### config.mk
export PLATFORM = sky130hd
export DESIGN_NAME = pulse_beat_detector_flat
export DESIGN_NICKNAME = d
export VERILOG_FILES = /design/src/sv/pbd_pkg.sv /design/src/sv/pbd_if.sv /design/src/sv/pbd_div.sv /design/src/sv/pbd_ctrl.sv /design/src/sv/pbd_datapath.sv /design/src/sv/pulse_beat_detector.sv /design/src/flat_wrapper.sv
export SDC_FILE = /design/constraint.sdc
export NUM_CORES = 2
export LEC_CHECK = 0
export BUFFER_PORTS_ARGS = -buffer_cell sky130_fd_sc_hd__buf_4
export CAP_MARGIN = 20
export CELL_PAD_IN_SITES_DETAIL_PLACEMENT = 1
export CELL_PAD_IN_SITES_GLOBAL_PLACEMENT = 1
export CORE_UTILIZATION = 45
export DETAILED_ROUTE_END_ITERATION = 8
export GPL_TIMING_DRIVEN = 1
export HOLD_SLACK_MARGIN = 0.12
export PLACE_DENSITY = 0.75
export RECOVER_POWER = 50
export SKIP_CTS_REPAIR_TIMING = 1
export SYNTH_ARGS = -nofsm -noshare
export SYNTH_HDL_FRONTEND = slang
export SYNTH_SLANG_ARGS = --single-unit
### constraint.sdc
create_clock -name clk -period 10.8 [get_ports clk]
set_clock_uncertainty 0.15 [all_clocks]
set_input_delay 3.24 -clock clk [delete_from_list [all_inputs] [get_ports clk]]
set_output_delay 3.24 -clock clk [all_outputs]
set_load 0.005 [all_outputs]
### src/sv/pbd_pkg.sv
// Shared types and constants of the pulse beat detector.
// No dependencies.
`default_nettype none
package pbd_pkg;

  localparam int SAMPLE_W = 24;
  localparam int TIME_W   = 32;
  localparam int THR_W    = 23;
  localparam int MS_W     = 16;
  localparam int CFG_W    = 23;
  localparam int IDX_W    = 3;
  localparam int DIV_W    = 49;
  localparam int DVS_W    = 32;

  localparam logic [IDX_W-1:0] REG_MIN_THR  = 3'd0;
  localparam logic [IDX_W-1:0] REG_MAX_THR  = 3'd1;
  localparam logic [IDX_W-1:0] REG_STEP_RES = 3'd2;
  localparam logic [IDX_W-1:0] REG_INIT_HO  = 3'd3;
  localparam logic [IDX_W-1:0] REG_MASK_HO  = 3'd4;
  localparam logic [IDX_W-1:0] REG_INVALID  = 3'd5;
  localparam logic [IDX_W-1:0] REG_ALPHA    = 3'd6;
  localparam logic [IDX_W-1:0] REG_DECAY    = 3'd7;

  localparam logic [THR_W-1:0] RST_MIN_THR  = 23'd5120;
  localparam logic [THR_W-1:0] RST_MAX_THR  = 23'd204800;
  localparam logic [THR_W-1:0] RST_STEP_RES = 23'd7680;
  localparam logic [MS_W-1:0]  RST_INIT_HO  = 16'd2000;
  localparam logic [MS_W-1:0]  RST_MASK_HO  = 16'd200;
  localparam logic [MS_W-1:0]  RST_INVALID  = 16'd2000;
  localparam logic [MS_W-1:0]  RST_ALPHA    = 16'd39322;
  localparam logic [MS_W-1:0]  RST_DECAY    = 16'd64880;

  // (60000 << 16)
  localparam logic [DIV_W-1:0] RATE_NUM = 49'd3932160000;

  typedef enum logic [2:0] {
    PH_INIT   = 3'd0,
    PH_WAIT   = 3'd1,
    PH_FOLLOW = 3'd2,
    PH_MAYBE  = 3'd3,
    PH_MASK   = 3'd4
  } phase_t;

  typedef enum logic [3:0] {
    CT_IDLE,
    CT_EVAL,
    CT_MUL,
    CT_PERIOD,
    CT_LIN_START,
    CT_LIN_WAIT,
    CT_DECAY,
    CT_RATE_START,
    CT_RATE_WAIT,
    CT_DONE
  } ctrl_state_t;

  typedef struct packed {
    logic load_in;
    logic eval;
    logic mul;
    logic period_upd;
    logic div_start;
    logic div_rate;
    logic decay_apply;
    logic rate_apply;
    logic out_load;
  } cmd_t;

  typedef struct packed {
    logic per_req;
    logic dec_req;
    logic linear;
    logic div_idle;
    logic out_free;
  } status_t;

endpackage
`default_nettype wire

### src/sv/pbd_if.sv
// Valid/ready channel interfaces for samples and results.
// Uses pbd_pkg widths.
`default_nettype none
interface pbd_in_if;
  logic                                valid;
  logic                                ready;
  logic signed [pbd_pkg::SAMPLE_W-1:0] sample_value;
  logic        [pbd_pkg::TIME_W-1:0]   time_ms;
  modport source (output valid, output sample_value, output time_ms, input ready);
  modport sink (input valid, input sample_value, input time_ms, output ready);
endinterface

interface pbd_out_if;
  logic                                valid;
  logic                                ready;
  logic                                beat_found;
  logic signed [pbd_pkg::SAMPLE_W-1:0] current_threshold;
  logic        [pbd_pkg::SAMPLE_W-1:0] filtered_period;
  logic        [pbd_pkg::SAMPLE_W-1:0] rate_bpm;
  logic        [2:0]                   detector_phase;
  modport source (output valid, output beat_found, output current_threshold,
                  output filtered_period, output rate_bpm, output detector_phase,
                  input ready);
  modport sink (input valid, input beat_found, input current_threshold,
                input filtered_period, input rate_bpm, input detector_phase,
                output ready);
endinterface
`default_nettype wire

### src/sv/pbd_div.sv
// Restoring divider, one quotient bit per cycle.
// Uses pbd_pkg widths.
`default_nettype none
module pbd_div (
  input  wire logic                        clk,
  input  wire logic                        rst,
  input  wire logic                        start,
  input  wire logic [pbd_pkg::DIV_W-1:0]   dividend,
  input  wire logic [pbd_pkg::DVS_W-1:0]   divisor,
  output logic                             idle,
  output logic [pbd_pkg::DIV_W-1:0]        quotient
);
  localparam int CNT_W = $clog2(pbd_pkg::DIV_W + 1);

  logic [CNT_W-1:0]            cnt;
  logic [pbd_pkg::DVS_W-1:0]   rem;
  logic [pbd_pkg::DVS_W-1:0]   dvs;
  logic [pbd_pkg::DIV_W-1:0]   dvd;
  logic [pbd_pkg::DVS_W:0]     shifted;
  logic [pbd_pkg::DVS_W:0]     trial;

  assign shifted  = {rem, dvd[pbd_pkg::DIV_W-1]};
  assign trial    = shifted - {1'b0, dvs};
  assign idle     = (cnt == '0);
  assign quotient = dvd;

  always_ff @(posedge clk) begin
    if (rst) begin
      cnt <= '0;
    end else if (start) begin
      cnt <= CNT_W'(pbd_pkg::DIV_W);
    end else if (!idle) begin
      cnt <= cnt - 1'b1;
    end
  end

  always_ff @(posedge clk) begin
    if (start) begin
      rem <= '0;
      dvs <= divisor;
      dvd <= dividend;
    end else if (!idle) begin
      if (!trial[pbd_pkg::DVS_W]) begin
        rem <= trial[pbd_pkg::DVS_W-1:0];
        dvd <= {dvd[pbd_pkg::DIV_W-2:0], 1'b1};
      end else begin
        rem <= shifted[pbd_pkg::DVS_W-1:0];
        dvd <= {dvd[pbd_pkg::DIV_W-2:0], 1'b0};
      end
    end
  end
endmodule
`default_nettype wire

### src/sv/pbd_ctrl.sv
// Sequencing state machine of the pulse beat detector.
// Uses pbd_pkg types; drives the datapath through cmd_t.
`default_nettype none
module pbd_ctrl (
  input  wire logic             clk,
  input  wire logic             rst,
  input  wire logic             in_valid,
  output logic                  in_ready,
  input  wire pbd_pkg::status_t sts,
  output pbd_pkg::cmd_t         cmd
);
  pbd_pkg::ctrl_state_t state, state_next;

  always_ff @(posedge clk) begin
    if (rst) begin
      state <= pbd_pkg::CT_IDLE;
    end else begin
      state <= state_next;
    end
  end

  always_comb begin
    state_next = state;
    case (state)
      pbd_pkg::CT_IDLE:       if (in_valid) state_next = pbd_pkg::CT_EVAL;
      pbd_pkg::CT_EVAL:       state_next = pbd_pkg::CT_MUL;
      pbd_pkg::CT_MUL: begin
        if (sts.per_req) state_next = pbd_pkg::CT_PERIOD;
        else if (sts.dec_req && sts.linear) state_next = pbd_pkg::CT_LIN_START;
        else if (sts.dec_req) state_next = pbd_pkg::CT_DECAY;
        else state_next = pbd_pkg::CT_RATE_START;
      end
      pbd_pkg::CT_PERIOD:     state_next = pbd_pkg::CT_RATE_START;
      pbd_pkg::CT_LIN_START:  state_next = pbd_pkg::CT_LIN_WAIT;
      pbd_pkg::CT_LIN_WAIT:   if (sts.div_idle) state_next = pbd_pkg::CT_DECAY;
      pbd_pkg::CT_DECAY:      state_next = pbd_pkg::CT_RATE_START;
      pbd_pkg::CT_RATE_START: state_next = pbd_pkg::CT_RATE_WAIT;
      pbd_pkg::CT_RATE_WAIT:  if (sts.div_idle) state_next = pbd_pkg::CT_DONE;
      pbd_pkg::CT_DONE:       if (sts.out_free) state_next = pbd_pkg::CT_IDLE;
      default:                state_next = pbd_pkg::CT_IDLE;
    endcase
  end

  always_comb begin
    cmd      = '0;
    in_ready = 1'b0;
    case (state)
      pbd_pkg::CT_IDLE: begin
        in_ready    = 1'b1;
        cmd.load_in = in_valid;
      end
      pbd_pkg::CT_EVAL:       cmd.eval = 1'b1;
      pbd_pkg::CT_MUL:        cmd.mul = 1'b1;
      pbd_pkg::CT_PERIOD:     cmd.period_upd = 1'b1;
      pbd_pkg::CT_LIN_START:  cmd.div_start = 1'b1;
      pbd_pkg::CT_DECAY:      cmd.decay_apply = 1'b1;
      pbd_pkg::CT_RATE_START: begin
        cmd.div_start = 1'b1;
        cmd.div_rate  = 1'b1;
      end
      pbd_pkg::CT_RATE_WAIT:  cmd.rate_apply = sts.div_idle;
      pbd_pkg::CT_DONE:       cmd.out_load = sts.out_free;
      default:                cmd = '0;
    endcase
  end
endmodule
`default_nettype wire

### src/sv/pbd_datapath.sv
// Datapath: config registers, detector state, multipliers, output register.
// Uses pbd_pkg and pbd_div; commanded by pbd_ctrl.
`default_nettype none
module pbd_datapath #(
  parameter int FALLOFF_TARGET_Q16 = 19661,
  parameter int SAMPLE_PERIOD_MS   = 10
) (
  input  wire logic                               clk,
  input  wire logic                               rst,
  input  wire logic                               cfg_we,
  input  wire logic [pbd_pkg::IDX_W-1:0]          cfg_index,
  input  wire logic [pbd_pkg::CFG_W-1:0]          cfg_data,
  input  wire logic signed [pbd_pkg::SAMPLE_W-1:0] in_sample,
  input  wire logic [pbd_pkg::TIME_W-1:0]         in_time,
  input  wire pbd_pkg::cmd_t                      cmd,
  output pbd_pkg::status_t                        sts,
  input  wire logic                               out_ready,
  output logic                                    out_valid,
  output logic                                    out_beat,
  output logic signed [pbd_pkg::SAMPLE_W-1:0]     out_thr,
  output logic [pbd_pkg::SAMPLE_W-1:0]            out_period,
  output logic [pbd_pkg::SAMPLE_W-1:0]            out_rate,
  output logic [2:0]                              out_phase
);
  localparam int K_W = 26;
  localparam logic [K_W-1:0] K_LIN = K_W'((65536 - FALLOFF_TARGET_Q16) * SAMPLE_PERIOD_MS);
  localparam int SW = pbd_pkg::SAMPLE_W;

  // configuration
  logic [pbd_pkg::THR_W-1:0] min_thr, max_thr, step_res;
  logic [pbd_pkg::MS_W-1:0]  init_ho, mask_ho, invalid_ms, alpha, decay_f;

  always_ff @(posedge clk) begin
    if (rst) begin
      min_thr    <= pbd_pkg::RST_MIN_THR;
      max_thr    <= pbd_pkg::RST_MAX_THR;
      step_res   <= pbd_pkg::RST_STEP_RES;
      init_ho    <= pbd_pkg::RST_INIT_HO;
      mask_ho    <= pbd_pkg::RST_MASK_HO;
      invalid_ms <= pbd_pkg::RST_INVALID;
      alpha      <= pbd_pkg::RST_ALPHA;
      decay_f    <= pbd_pkg::RST_DECAY;
    end else if (cfg_we) begin
      case (cfg_index)
        pbd_pkg::REG_MIN_THR:  min_thr    <= cfg_data;
        pbd_pkg::REG_MAX_THR:  max_thr    <= cfg_data;
        pbd_pkg::REG_STEP_RES: step_res   <= cfg_data;
        pbd_pkg::REG_INIT_HO:  init_ho    <= cfg_data[pbd_pkg::MS_W-1:0];
        pbd_pkg::REG_MASK_HO:  mask_ho    <= cfg_data[pbd_pkg::MS_W-1:0];
        pbd_pkg::REG_INVALID:  invalid_ms <= cfg_data[pbd_pkg::MS_W-1:0];
        pbd_pkg::REG_ALPHA:    alpha      <= cfg_data[pbd_pkg::MS_W-1:0];
        pbd_pkg::REG_DECAY:    decay_f    <= cfg_data[pbd_pkg::MS_W-1:0];
        default:               min_thr    <= min_thr;
      endcase
    end
  end

  // detector state
  pbd_pkg::phase_t            phase, phase_next;
  logic signed [SW-1:0]       thr, thr_next;
  logic [SW-1:0]              period, period_next;
  logic signed [SW-1:0]       peak, peak_next;
  logic [pbd_pkg::TIME_W-1:0] last_time, last_time_next;
  logic [SW-1:0]              rate;

  // per-sample working registers
  logic signed [SW-1:0]       smp;
  logic [pbd_pkg::TIME_W-1:0] now;
  logic                       beat, beat_next;
  logic                       per_req, per_req_next;
  logic                       dec_req, dec_req_next;
  logic [15:0]                dlt, dlt_next;

  logic [pbd_pkg::TIME_W-1:0] since;
  logic signed [SW-1:0]       cap_s;
  logic signed [SW+1:0]       drop_sum;

  assign since    = now - last_time;
  assign cap_s    = (smp > $signed({1'b0, max_thr})) ? $signed({1'b0, max_thr}) : smp;
  assign drop_sum = (SW+2)'(smp) + $signed({3'b0, step_res});

  always_comb begin
    phase_next     = phase;
    thr_next       = thr;
    period_next    = period;
    peak_next      = peak;
    last_time_next = last_time;
    beat_next      = 1'b0;
    per_req_next   = 1'b0;
    dec_req_next   = 1'b0;
    dlt_next       = (since > 32'd65535) ? 16'hFFFF : since[15:0];
    case (phase)
      pbd_pkg::PH_INIT: if (now > {16'b0, init_ho}) phase_next = pbd_pkg::PH_WAIT;
      pbd_pkg::PH_WAIT: begin
        if (smp > thr) begin
          thr_next   = cap_s;
          phase_next = pbd_pkg::PH_FOLLOW;
        end
        if (since > {16'b0, invalid_ms}) begin
          period_next = '0;
          peak_next   = '0;
        end
        dec_req_next = 1'b1;
      end
      pbd_pkg::PH_FOLLOW: begin
        if (smp < thr) phase_next = pbd_pkg::PH_MAYBE;
        else thr_next = cap_s;
      end
      pbd_pkg::PH_MAYBE: begin
        if (drop_sum < (SW+2)'(thr)) begin
          beat_next      = 1'b1;
          peak_next      = smp;
          phase_next     = pbd_pkg::PH_MASK;
          per_req_next   = (dlt_next != '0);
          last_time_next = now;
        end else begin
          phase_next = pbd_pkg::PH_FOLLOW;
        end
      end
      pbd_pkg::PH_MASK: begin
        if (since > {16'b0, mask_ho}) phase_next = pbd_pkg::PH_WAIT;
        dec_req_next = 1'b1;
      end
      default: phase_next = pbd_pkg::PH_INIT;
    endcase
  end

  // products
  logic [39:0]        prod_a;
  logic [40:0]        prod_b;
  logic signed [40:0] prod_g;
  logic [pbd_pkg::DIV_W-1:0] prod_l;

  always_ff @(posedge clk) begin
    if (cmd.mul) begin
      prod_a <= 40'(alpha) * 40'({dlt, 8'b0});
      prod_b <= 41'(17'd65536 - {1'b0, alpha}) * 41'(period);
      prod_g <= 41'(thr) * $signed(41'({1'b0, decay_f}));
      prod_l <= pbd_pkg::DIV_W'(peak[SW-2:0]) * pbd_pkg::DIV_W'(K_LIN);
    end
  end

  // shared divider
  logic                      div_idle;
  logic [pbd_pkg::DIV_W-1:0] quot;

  pbd_div u_div (
    .clk      (clk),
    .rst      (rst),
    .start    (cmd.div_start),
    .dividend (cmd.div_rate ? pbd_pkg::RATE_NUM : prod_l),
    .divisor  (cmd.div_rate ? {8'b0, period} : {period, 8'b0}),
    .idle     (div_idle),
    .quotient (quot)
  );

  // period filter
  logic [41:0] per_sum;
  logic [25:0] per_new;
  assign per_sum = 42'(prod_a) + 42'(prod_b) + 42'd32768;
  assign per_new = per_sum[41:16];

  // threshold decay
  logic signed [40:0] g_adj;
  logic signed [26:0] g_val;
  logic [24:0]        q_sat;
  logic signed [26:0] t_val;
  logic signed [26:0] t_floor;

  assign g_adj   = prod_g + (prod_g[40] ? 41'sd65535 : 41'sd0);
  assign g_val   = 27'(g_adj >>> 16);
  assign q_sat   = (|quot[pbd_pkg::DIV_W-1:25]) ? '1 : quot[24:0];
  assign t_val   = sts.linear ? (27'(thr) - $signed({2'b0, q_sat})) : g_val;
  assign t_floor = $signed({4'b0, min_thr});

  always_ff @(posedge clk) begin
    if (rst) begin
      phase     <= pbd_pkg::PH_INIT;
      thr       <= SW'(pbd_pkg::RST_MIN_THR);
      period    <= '0;
      peak      <= '0;
      last_time <= '0;
      rate      <= '0;
    end else begin
      if (cmd.eval) begin
        phase     <= phase_next;
        thr       <= thr_next;
        period    <= period_next;
        peak      <= peak_next;
        last_time <= last_time_next;
      end
      if (cmd.period_upd) begin
        period <= (|per_new[25:SW]) ? '1 : per_new[SW-1:0];
      end
      if (cmd.decay_apply) begin
        thr <= (t_val < t_floor) ? t_floor[SW-1:0] : t_val[SW-1:0];
      end
      if (cmd.rate_apply) begin
        if (period == '0) rate <= '0;
        else rate <= (|quot[pbd_pkg::DIV_W-1:SW]) ? '1 : quot[SW-1:0];
      end
    end
  end

  always_ff @(posedge clk) begin
    if (cmd.load_in) begin
      smp <= in_sample;
      now <= in_time;
    end
    if (cmd.eval) begin
      beat    <= beat_next;
      dlt     <= dlt_next;
    end
  end

  always_ff @(posedge clk) begin
    if (rst) begin
      per_req <= 1'b0;
      dec_req <= 1'b0;
    end else if (cmd.eval) begin
      per_req <= per_req_next;
      dec_req <= dec_req_next;
    end
  end

  // result register
  always_ff @(posedge clk) begin
    if (rst) begin
      out_valid <= 1'b0;
    end else if (cmd.out_load) begin
      out_valid <= 1'b1;
    end else if (out_ready) begin
      out_valid <= 1'b0;
    end
  end

  always_ff @(posedge clk) begin
    if (cmd.out_load) begin
      out_beat   <= beat;
      out_thr    <= thr;
      out_period <= period;
      out_rate   <= rate;
      out_phase  <= phase;
    end
  end

  assign sts.per_req  = per_req;
  assign sts.dec_req  = dec_req;
  assign sts.linear   = (peak > 0) && (period != '0);
  assign sts.div_idle = div_idle;
  assign sts.out_free = !out_valid || out_ready;
endmodule
`default_nettype wire

### src/sv/pulse_beat_detector.sv
// Pulse beat detector top level: controller, datapath, channel ports.
// Uses pbd_pkg, pbd_if, pbd_ctrl, pbd_datapath.
//
//  channel   dir  payload
//  samples   in   sample_value[23:0] s, time_ms[31:0]
//  results   out  beat_found, current_threshold, filtered_period, rate_bpm,
//                 detector_phase
//  cfg_*     in   cfg_index[2:0], cfg_data[22:0], write on cfg_we
//
// Linear-decay samples run two bit-serial divider passes, decay then rate;
// other samples run only the rate pass, with a period update, a decay step
// or neither before it.
// Reset is synchronous; config registers return to their defaults.
// A finished result waits in the result register while the next sample is
// taken; the block holds in its last step only while that register is full and not being read.
`default_nettype none
module pulse_beat_detector #(
  parameter int FALLOFF_TARGET_Q16 = 19661,
  parameter int SAMPLE_PERIOD_MS   = 10
) (
  input  wire logic                        clk,
  input  wire logic                        rst,
  input  wire logic                        cfg_we,
  input  wire logic [pbd_pkg::IDX_W-1:0]   cfg_index,
  input  wire logic [pbd_pkg::CFG_W-1:0]   cfg_data,
  pbd_in_if.sink                           samples,
  pbd_out_if.source                        results
);
  pbd_pkg::cmd_t    cmd;
  pbd_pkg::status_t sts;

  pbd_ctrl u_ctrl (
    .clk      (clk),
    .rst      (rst),
    .in_valid (samples.valid),
    .in_ready (samples.ready),
    .sts      (sts),
    .cmd      (cmd)
  );

  pbd_datapath #(
    .FALLOFF_TARGET_Q16 (FALLOFF_TARGET_Q16),
    .SAMPLE_PERIOD_MS   (SAMPLE_PERIOD_MS)
  ) u_dp (
    .clk        (clk),
    .rst        (rst),
    .cfg_we     (cfg_we),
    .cfg_index  (cfg_index),
    .cfg_data   (cfg_data),
    .in_sample  (samples.sample_value),
    .in_time    (samples.time_ms),
    .cmd        (cmd),
    .sts        (sts),
    .out_ready  (results.ready),
    .out_valid  (results.valid),
    .out_beat   (results.beat_found),
    .out_thr    (results.current_threshold),
    .out_period (results.filtered_period),
    .out_rate   (results.rate_bpm),
    .out_phase  (results.detector_phase)
  );
endmodule
`default_nettype wire

### src/flat_wrapper.sv
// flat-port wrapper written by rule: the top's interface ports become plain ports
module pulse_beat_detector_flat 
#(
  parameter int FALLOFF_TARGET_Q16 = 19661,
  parameter int SAMPLE_PERIOD_MS   = 10
)
  (clk, rst, cfg_we, cfg_index, cfg_data, samples_valid, samples_sample_value, samples_time_ms, samples_ready, results_valid, results_beat_found, results_current_threshold, results_filtered_period, results_rate_bpm, results_detector_phase, results_ready);
  pbd_in_if samples_i ();
  pbd_out_if results_i ();
  input  wire logic clk;
  input  wire logic rst;
  input  wire logic cfg_we;
  input  wire logic [pbd_pkg::IDX_W-1:0] cfg_index;
  input  wire logic [pbd_pkg::CFG_W-1:0] cfg_data;
  input wire logic [$bits(samples_i.valid)-1:0] samples_valid;
  input wire logic [$bits(samples_i.sample_value)-1:0] samples_sample_value;
  input wire logic [$bits(samples_i.time_ms)-1:0] samples_time_ms;
  output wire logic [$bits(samples_i.ready)-1:0] samples_ready;
  output wire logic [$bits(results_i.valid)-1:0] results_valid;
  output wire logic [$bits(results_i.beat_found)-1:0] results_beat_found;
  output wire logic [$bits(results_i.current_threshold)-1:0] results_current_threshold;
  output wire logic [$bits(results_i.filtered_period)-1:0] results_filtered_period;
  output wire logic [$bits(results_i.rate_bpm)-1:0] results_rate_bpm;
  output wire logic [$bits(results_i.detector_phase)-1:0] results_detector_phase;
  input wire logic [$bits(results_i.ready)-1:0] results_ready;
  assign samples_i.valid = samples_valid;
  assign samples_i.sample_value = samples_sample_value;
  assign samples_i.time_ms = samples_time_ms;
  assign samples_ready = samples_i.ready;
  assign results_valid = results_i.valid;
  assign results_beat_found = results_i.beat_found;
  assign results_current_threshold = results_i.current_threshold;
  assign results_filtered_period = results_i.filtered_period;
  assign results_rate_bpm = results_i.rate_bpm;
  assign results_detector_phase = results_i.detector_phase;
  assign results_i.ready = results_ready;
  pulse_beat_detector #(.FALLOFF_TARGET_Q16(FALLOFF_TARGET_Q16), .SAMPLE_PERIOD_MS(SAMPLE_PERIOD_MS)) u_core (.clk(clk), .rst(rst), .cfg_we(cfg_we), .cfg_index(cfg_index), .cfg_data(cfg_data), .samples(samples_i), .results(results_i));
endmodule
==> impl_metrics.json <==
{
  "critPathMaxStageDelay_ps": 770,
  "worstHoldPathType": "reg -> reg",
  "numCtsBuffers": 89,
  "yosys_warnings": 0,
  "route.detailed.drc": 0,
  "start_util_pct": 45.4,
  "min_period_over_period_pct": 85.5,
  "via_per_inst": 5.66,
  "synth_top_area_share_pct": 27.4,
  "crit-reg2reg-launch": "u_core.u_dp.alpha[1]",
  "critical_path_class": "reg -> reg",
  "required_ps": 11120,
  "syn_area_per_cell_um2": 9.21,
  "postLayoutCellArea_um2": 88200,
  "drtPass1Iterations": 5,
  "num-nets-final": 10800,
  "place_congestion": 0.909,
  "cp.buffers_inverters": 6,
  "cts-root-buf": "clkbuf_16",
  "startpoint_type": "flop",
  "crit_family": "adder cells",
  "synth_commonest_cells": "inv_1 (1586), nand2_1 (1315), fa_1 (1112)",
  "rows": 155,
  "synthFlopType": "edfxtp_1",
  "clk_pin_slew_ps": 60,
  "grt_pass1_vias": 70700,
  "vias": 63800,
  "async_flop_share_pct": 0,
  "layout-drive-gt1-share_pct": 5.39,
  "placed_area_um2": 85300,
  "maxCapViolCount": 22,
  "gr-usage-all-layers_pct": 29.6,
  "core-area_um2": 179000,
  "whs_endpoint": "u_core.u_dp.out_rate[19]",
  "crit_path_end_kind": "flop",
  "dpl_worst_slack_ps": 1600,
  "violations": "max-capacitance violations, max-slew violations",
  "cp_slowest_cell": "dfxtp_1",
  "leakage_uw": 0.0407,
  "r2r-end": "u_core.u_dp.prod_b[40]",
  "hp-start": "u_core.u_dp.rate[19]",
  "worst_slack_ps": 1570,
  "antenna_left": 0,
  "finalCriticalPeriod_ps": 9230,
  "syn_area_um2": 81300,
  "r2r_slack_ps": 1570,
  "status": "complete, but fails checks",
  "multiInputGateArea_um2": 56200,
  "fill_cells": 20500,
  "placedCellCount": 11100,
  "slew_headroom_pct": -515,
  "ff2ff_path_depth": 27,
  "finalSetupViolations": 0,
  "ios": 165,
  "crit_top_cell": "fa_1",
  "cts.sinks": 702,
  "max_freq_ghz": 0.108,
  "grt_max_degree": 148,
  "yosys.area.top_type": "fa_1",
  "cts_max_level": 3,
  "portBuffers": 164,
  "hold_path_depth": 0,
  "ys_types": 99,
  "clkLatencyLatePin_ps": 760,
  "power_density_nw_per_um2": 202,
  "rsz0062_at_grt": "false",
  "wl_per_cell_um": 23.5,
  "synth-edff-count": 377,
  "drt_iter0_drc": 4068,
  "dieArea_um2": 182000,
  "grt_pass1_wl_um": 414000,
  "ys_top_cells_by_area": "fa_1 (27%), edfxtp_1 (14%), ha_1 (12%), dfxtp_1 (8.0%), inv_1 (7.3%)",
  "worst_pin_slew_ps": 9220,
  "cts_buffer_depth": 3,
  "die_h_um": 427,
  "finalMaxSlewViolations": 813,
  "postSynthRegisterBits": 702,
  "stdcell_count": 11300,
  "fin_setup_tns_ps": 0,
  "syn_inst": 8827,
  "yosysSeqAreaShare_pct": 21.9,
  "regArea_um2": 17800,
  "cts_tree": "yes",
  "synth_nets": 10800,
  "hold_viol": 0,
  "overflow": 0,
  "dp_hpwl_um": 206000,
  "crit_fanout": 21,
  "totalWireLength_um": 265000,
  "ir_drop_mv": 0.258,
  "total_power_uw": 17800,
  "antenna_found_initial": 6,
  "critPathArrivalTime_ps": 9550,
  "fp.dieW_um": 427,
  "areaGrowthSynthToFinish_pct": 8.51,
  "yosys.cell_count.top_type": "inv_1"
}
-- report_power, final --
group	leakage, µW	internal [µW]	switching (µW)
registers	0.00614	3740	484
clock network	0.00145	1770	1380
logic	0.0332	4170	6270
-- worst max-delay path by stage --
stage / cells after the start / slack (ps) / startpoint / to
2_1_floorplan: 30 / 2560 / u_core.u_dp.alpha[4] / u_core.u_dp.prod_b[40]
3_5_place_dp: 27 / 1600 / u_core.u_dp.alpha[1] / u_core.u_dp.prod_b[40]
3_3_place_gp: 27 / 1830 / u_core.u_dp.alpha[1] / u_core.u_dp.prod_b[40]
4_1_cts: 27 / 1540 / u_core.u_dp.alpha[1] / u_core.u_dp.prod_b[40]
6_report: 27 / 1570 / u_core.u_dp.alpha[1] / u_core.u_dp.prod_b[40]
5_1_grt: 27 / 1030 / u_core.u_dp.alpha[1] / u_core.u_dp.prod_b[40]
-- flip-flops by register name (all words and copies together) (netlist names), 33 cells and up --
register,cells
u_core.u_dp.prod_b,33
u_core.u_dp.prod_g,41
u_core.u_dp.prod_l,41
u_core.u_dp.u_div.quotient,49
-- stage by stage --
stage / hold slack (ps) / utilization, %
global route: 293 / 49.3
global placement: 266 / 47.6
floorplan: 250 / -
CTS: 287 / 49.4
finish: 285 / 49.3
detailed placement: 267 / 47.7
-- cells by family (layout without fill, tap and decap cells) --
logic type	count (synthesis)	after routing	share of synthesized area (%)
buf+inv	1990	2080	9.25
compound gates	1257	1257	10.3
fa+ha+maj	1912	1912	39.7
xor+xnor	266	266	2.87
other cells	0	7	0
flops	702	702	21.9
simple gates	2636	2636	15.1
mux	64	64	0.791
-- cell usage in the layout, fill, tap and decap left out, types with 43 or more instances in the layout --
cell	instances
nor2b_1	54
edfxtp_1	377
a21oi_1	406
nand4_1	46
nand3_1	121
nor3_1	124
a211oi_1	57
xnor2_1	178
clkbuf_4	46
nor2_1	285
clkbuf_1	79
buf_4	209
mux2i_1	62
dfxtp_1	325
ha_1	800
o21ai_0	145
o21a_1	78
fa_1	1112
xor2_1	79
and3_1	43
o211ai_1	69
nand2_1	1314
a21o_1	147
and2_1	434
nand2b_1	52
inv_1	1588
clkbuf_16	90
-- per-layer routing --
metal	vias to the layer above	GRT usage (%)	wire (µm)
met5	-	0	0
met4	0	11.8	12000
met3	492	3.62	14100
met2	1788	50.4	128000
met1	33100	38.1	110000
li1	28400	-	-
-- area by class of cell --
cell class                 count  area share [%]
antenna                        7          0.0199
clock buffer                 113            2.72
clock inverter                54           0.730
inverter                    1590            6.76
multi-input combinational   6135            63.7
sequential                   702            20.2
tap                         2355            3.34
timing repair buffer         323            2.57
Note: power is estimated with default switching activity, not from simulation.
